--- config.mk ---
export PLATFORM = sky130hd
export DESIGN_NAME = lfruscp_ram
export DESIGN_NICKNAME = d
export VERILOG_FILES = /design/src/rtl/lfruscp_ram.sv
export SDC_FILE = /design/constraint.sdc
export NUM_CORES = 1
export LEC_CHECK = 0
export BUFFER_PORTS_ARGS = -buffer_cell sky130_fd_sc_hd__buf_4
export CORE_MARGIN = 2
export CORE_UTILIZATION = 25
export CTS_CLUSTER_DIAMETER = 40
export CTS_CLUSTER_SIZE = 14
export DETAILED_ROUTE_END_ITERATION = 12
export GPL_TIMING_DRIVEN = 0
export SKIP_LAST_GASP = 1
export SLEW_MARGIN = 10
export SYNTH_ARGS = -nofsm -noshare
export SYNTH_HDL_FRONTEND = slang
export SYNTH_SLANG_ARGS = --single-unit
export TNS_END_PERCENT = 20
--- constraint.sdc ---
create_clock -name clock -period 3.8 [get_ports clock]
set_input_delay 0 -clock clock [delete_from_list [all_inputs] [get_ports clock]]
set_output_delay 0 -clock clock [all_outputs]
set_load 0.02 [all_outputs]
--- src/rtl/lfruscp_ram.sv ---
module lfruscp_ram #(
   parameter int WIDTH = 8,
   parameter int DEPTH = 16
) (
   input  logic                     clock,
   input  logic                     wr_en,
   input  logic [$clog2(DEPTH)-1:0] wr_addr,
   input  logic [WIDTH-1:0]         wr_data,
   input  logic [$clog2(DEPTH)-1:0] rd_addr,
   output logic [WIDTH-1:0]         rd_data
);

   logic [WIDTH-1:0] mem [DEPTH];
   logic [WIDTH-1:0] rd_data_ff;

   always_ff @(posedge clock) begin
      if (wr_en) begin
         mem[wr_addr] <= wr_data;
      end
      rd_data_ff <= mem[rd_addr];
   end

   assign rd_data = rd_data_ff;

endmodule
# [After elaboration in Yosys (flattened, before gate mapping)]
# Memories as Yosys holds them, arrays and structs flattened. A register that Yosys moved wholly into a read port is not among the register bits.
# Index checks and enable logic that the tools add are counted.
[totals] register_bits=0 ramBits=128 input_bits=18 out_inout_bits=8 memories=1
[classes] mux=2
[memory_table] memory="mem" words=16 word_bits=8 read_ports=1 rd_clocked_by_memory_dff=1 write_ports=1 line_no="13" source="logic [WIDTH-1:0] mem [DEPTH];"
[op_table] cell="$mux W1" n=2

# [Longest topological paths before layout]
[logic_depth] word_depth=2 depth_mapped=5 ltp_nobuf=3

# [Worst setup path after synthesis]
# Ideal clock, no wire load.
[synth_timing] path_kind="input port to flip-flop" from="input port wr_addr[2]" to="memory mem[0][0] (enable)" t_arrival_ps=1110 setup_slack_ps=2307 stages=2 n_path_buf=0 cell_sequence="or3b_2 > nor3_1"
[synth_lines] element="start: declaration" line_no="7" source="input logic [$clog2(DEPTH)-1:0] wr_addr,"
[synth_lines] element="end: declaration" line_no="13"
# Straight into the memory's write port.

==> flow_summary.yaml <==
status:
  status: "complete, no violations"
final_layout:
  multi_input_area_sq_mm: 0.00108
  area_growth_pct: 23.0
  fill_cells: 1917
  final_nets: 298
  final_common_cell: "edfxtp_1"
  diodes: 0
  layout-drive-gt1-share_pct: 27.7
  final_cell_mix: "edfxtp_1 (128), buf_4 (25), mux4_2 (18)"
  postLayoutCoreUtil_pct: 31.3
  seqCellArea_sq_mm: 0.00400
  stdcell_area_sq_mm: 0.00633
sta:
  fin_tns_setup_ps: 0
  rsz0062_at_grt: "false"
  period_needed_ps: 1530
  finClkSkew_ps: 10.5
  post-route-period-util_pct: 40.1
  worstMarginPinSlew_ps: 852
  setup_viol_count_final: 0
  maxSlewViolCount: 0
  final-hold-violation-count: 0
  worst_slew_margin_rel_pct: 43.0
  max_freq_ghz: 0.655
yosys:
  avgSynthCellArea_sq_um: 22.5
  syn_nets: 247
  syn_inst: 229
  synth.distinct_cells: 19
  ys_seq_area_share_pct: 77.8
  ys_ff_latch: 136
  synth.largest_area_cell: "edfxtp_1"
  yosys_warnings: 0
  synth_top_cells_by_area: "edfxtp_1 (75%), mux4_2 (7.9%), mux4_1 (7.1%), dfxtp_1 (3.1%), a22oi_1 (2.3%)"
  synth_top_cell_area_share_pct: 74.7
  netlist_area_sq_mm: 0.00515
cts:
  clockBufferDepth: 2
  insertion_delay_ps: 410
  htreeDepth: 4
  cts-root-buf: "clkbuf_16"
  clk_pin_slew_ps: 60
  post_cts_buffers: 0
  tritoncts: "built"
  numCtsBuffers: 17
  clock_sinks: 136
placement:
  place_area_sq_mm: 0.00568
  buffer_ports.inserted: 24
  dp_hpwl_um: 6740
  place.gp.congestion: 0.825
global_routing:
  grt_pass1_vias: 2485
  grt_max_degree: 17
  grt-ovfl-total: 0
  antenna_found_initial: 0
  grt_pass1_wl_um: 15500
  grt_usage_pct: 10.1
worst_setup_path:
  rr_worst_depth: 3
  crit_path_end_kind: "register"
  cp.required_ps: 4080
  start_kind: "register"
  critPathMaxFanout: 1
  criticalPathCategory: "reg2reg"
  critPathArrivalTime_ps: 1800
floorplanning:
  ios: 26
  die_w_um: 147
  dieArea_sq_mm: 0.0218
  die-height_um: 147
  core-area_sq_mm: 0.0202
  start_util_pct: 25.4
  row_count: 52
worst_hold_path:
  worstHoldPathCells: 2
  hp-class: "in2reg"
pwr:
  seqPwrFrac_pct: 48.8
  power.leakage_nw: 2.07
  vdd_ir_drop_max_uv: 317
  switching_share_pct: 19.7
  p_clk_share_pct: 45.6
  internal_power_w: 0.00277
  p_sw_w: 0.000682
  power_frac_comb_pct: 5.5
  power.density_mw_per_mm2: 546
routing:
  drtIter0Drc: 294
  drtPass1Iterations: 4
  via_count: 2375
  wl_per_cell_um: 18.2
  drc: 0
  routed_wl_um: 10200
  antenna_left: 0
  via_per_inst: 4.23
flow_run:
  max-cap-violations: 0
area by class of cell:
cell class                      instances  area share (%)
Clock inverter                         12            2.11
Multi-Input combinational cell         83            17.0
Tap cell                              270            5.33
Sequential cell                       136            63.2
Timing Repair Buffer                   32            4.11
Clock buffer                           19            6.84
Buffer                                 10            1.36
cell usage after synthesis:
master           number
nor2b_1               1
and2_1                1
or3b_2                1
nand2_1               9
a22oi_1              16
nand2b_1              2
nor2_1               13
buf_2                 3
nand3b_1              2
and2b_1               1
mux4_2               18
mux4_1               14
buf_4                 1
clkdlybuf4s25_2       3
nand3_1               1
nor3_1                4
dfxtp_1               8
edfxtp_1            128
buf_6                 3
state kept, by name, summed over array words and instances, names as in the netlist:
signal / flops
mem: 128
rd_data: 8
path summary, 6_finish.rpt:
kind         slack [ps]    endpoint       start
max                2270  rd_data[0]   mem[1][0]
min                  60   mem[4][3]  wr_addr[0]
max reg2reg        2270  rd_data[0]   mem[1][0]
min reg2reg         690  rd_data[1]  mem[13][1]
power by group through the flow:
stage          Combinational [W]  Sequential [W]  Clock, W
6_report                0.000191         0.00169   0.00158
5_1_grt                 0.000206         0.00169   0.00167
4_1_cts                 0.000194         0.00169   0.00160
3_5_place_dp            0.000187         0.00172         0
3_3_place_gp            0.000182         0.00172         0
2_1_floorplan          0.0000851         0.00173         0
through the flow:
| stage | hold WS [ps] | cells | worst slack [ps] | power, W |
|---|---|---|---|---|
| after floorplan | 98.9 | 229 | 2310 | 0.00181 |
| after global placement | 320 | 523 | 1730 | 0.00190 |
| after detailed placement | 343 | 523 | 1960 | 0.00191 |
| after CTS | 31.6 | 562 | 2320 | 0.00348 |
| after global routing | 67.2 | 562 | 2200 | 0.00356 |
| final | 55.8 | 562 | 2270 | 0.00345 |
cell families (layout without fill, tap and decap cells):
kind of cell	Yosys count	in the layout	synth area share [%]
flops	136	136	77.8
simple gates	35	35	3.18
mux	32	32	15.0
buf+inv	10	73	1.68
compound gates	16	16	2.33
repair_timing:
item,CTS,global route
endpoints found under the setup margin,0,0
resized for setup,0,0
hold buffers,8,0
endpoints found under the hold margin,128,0
worst max-delay path, cell delays in order (launching register included):
cell	delay, ps
edfxtp_1	360
mux4_1	530
a22oi_1	360
nand2_1	140
layer usage:
metal | vias to the layer above | track usage, % | wire length [um]
li1 | 1078 | - | -
met1 | 1199 | 13.2 | 4400
met2 | 93 | 15.2 | 4830
met3 | 5 | 4.32 | 924
met4 | 0 | 3.46 | 74
met5 | - | 0 | 0
Note: power is estimated with default switching activity, not from simulation.
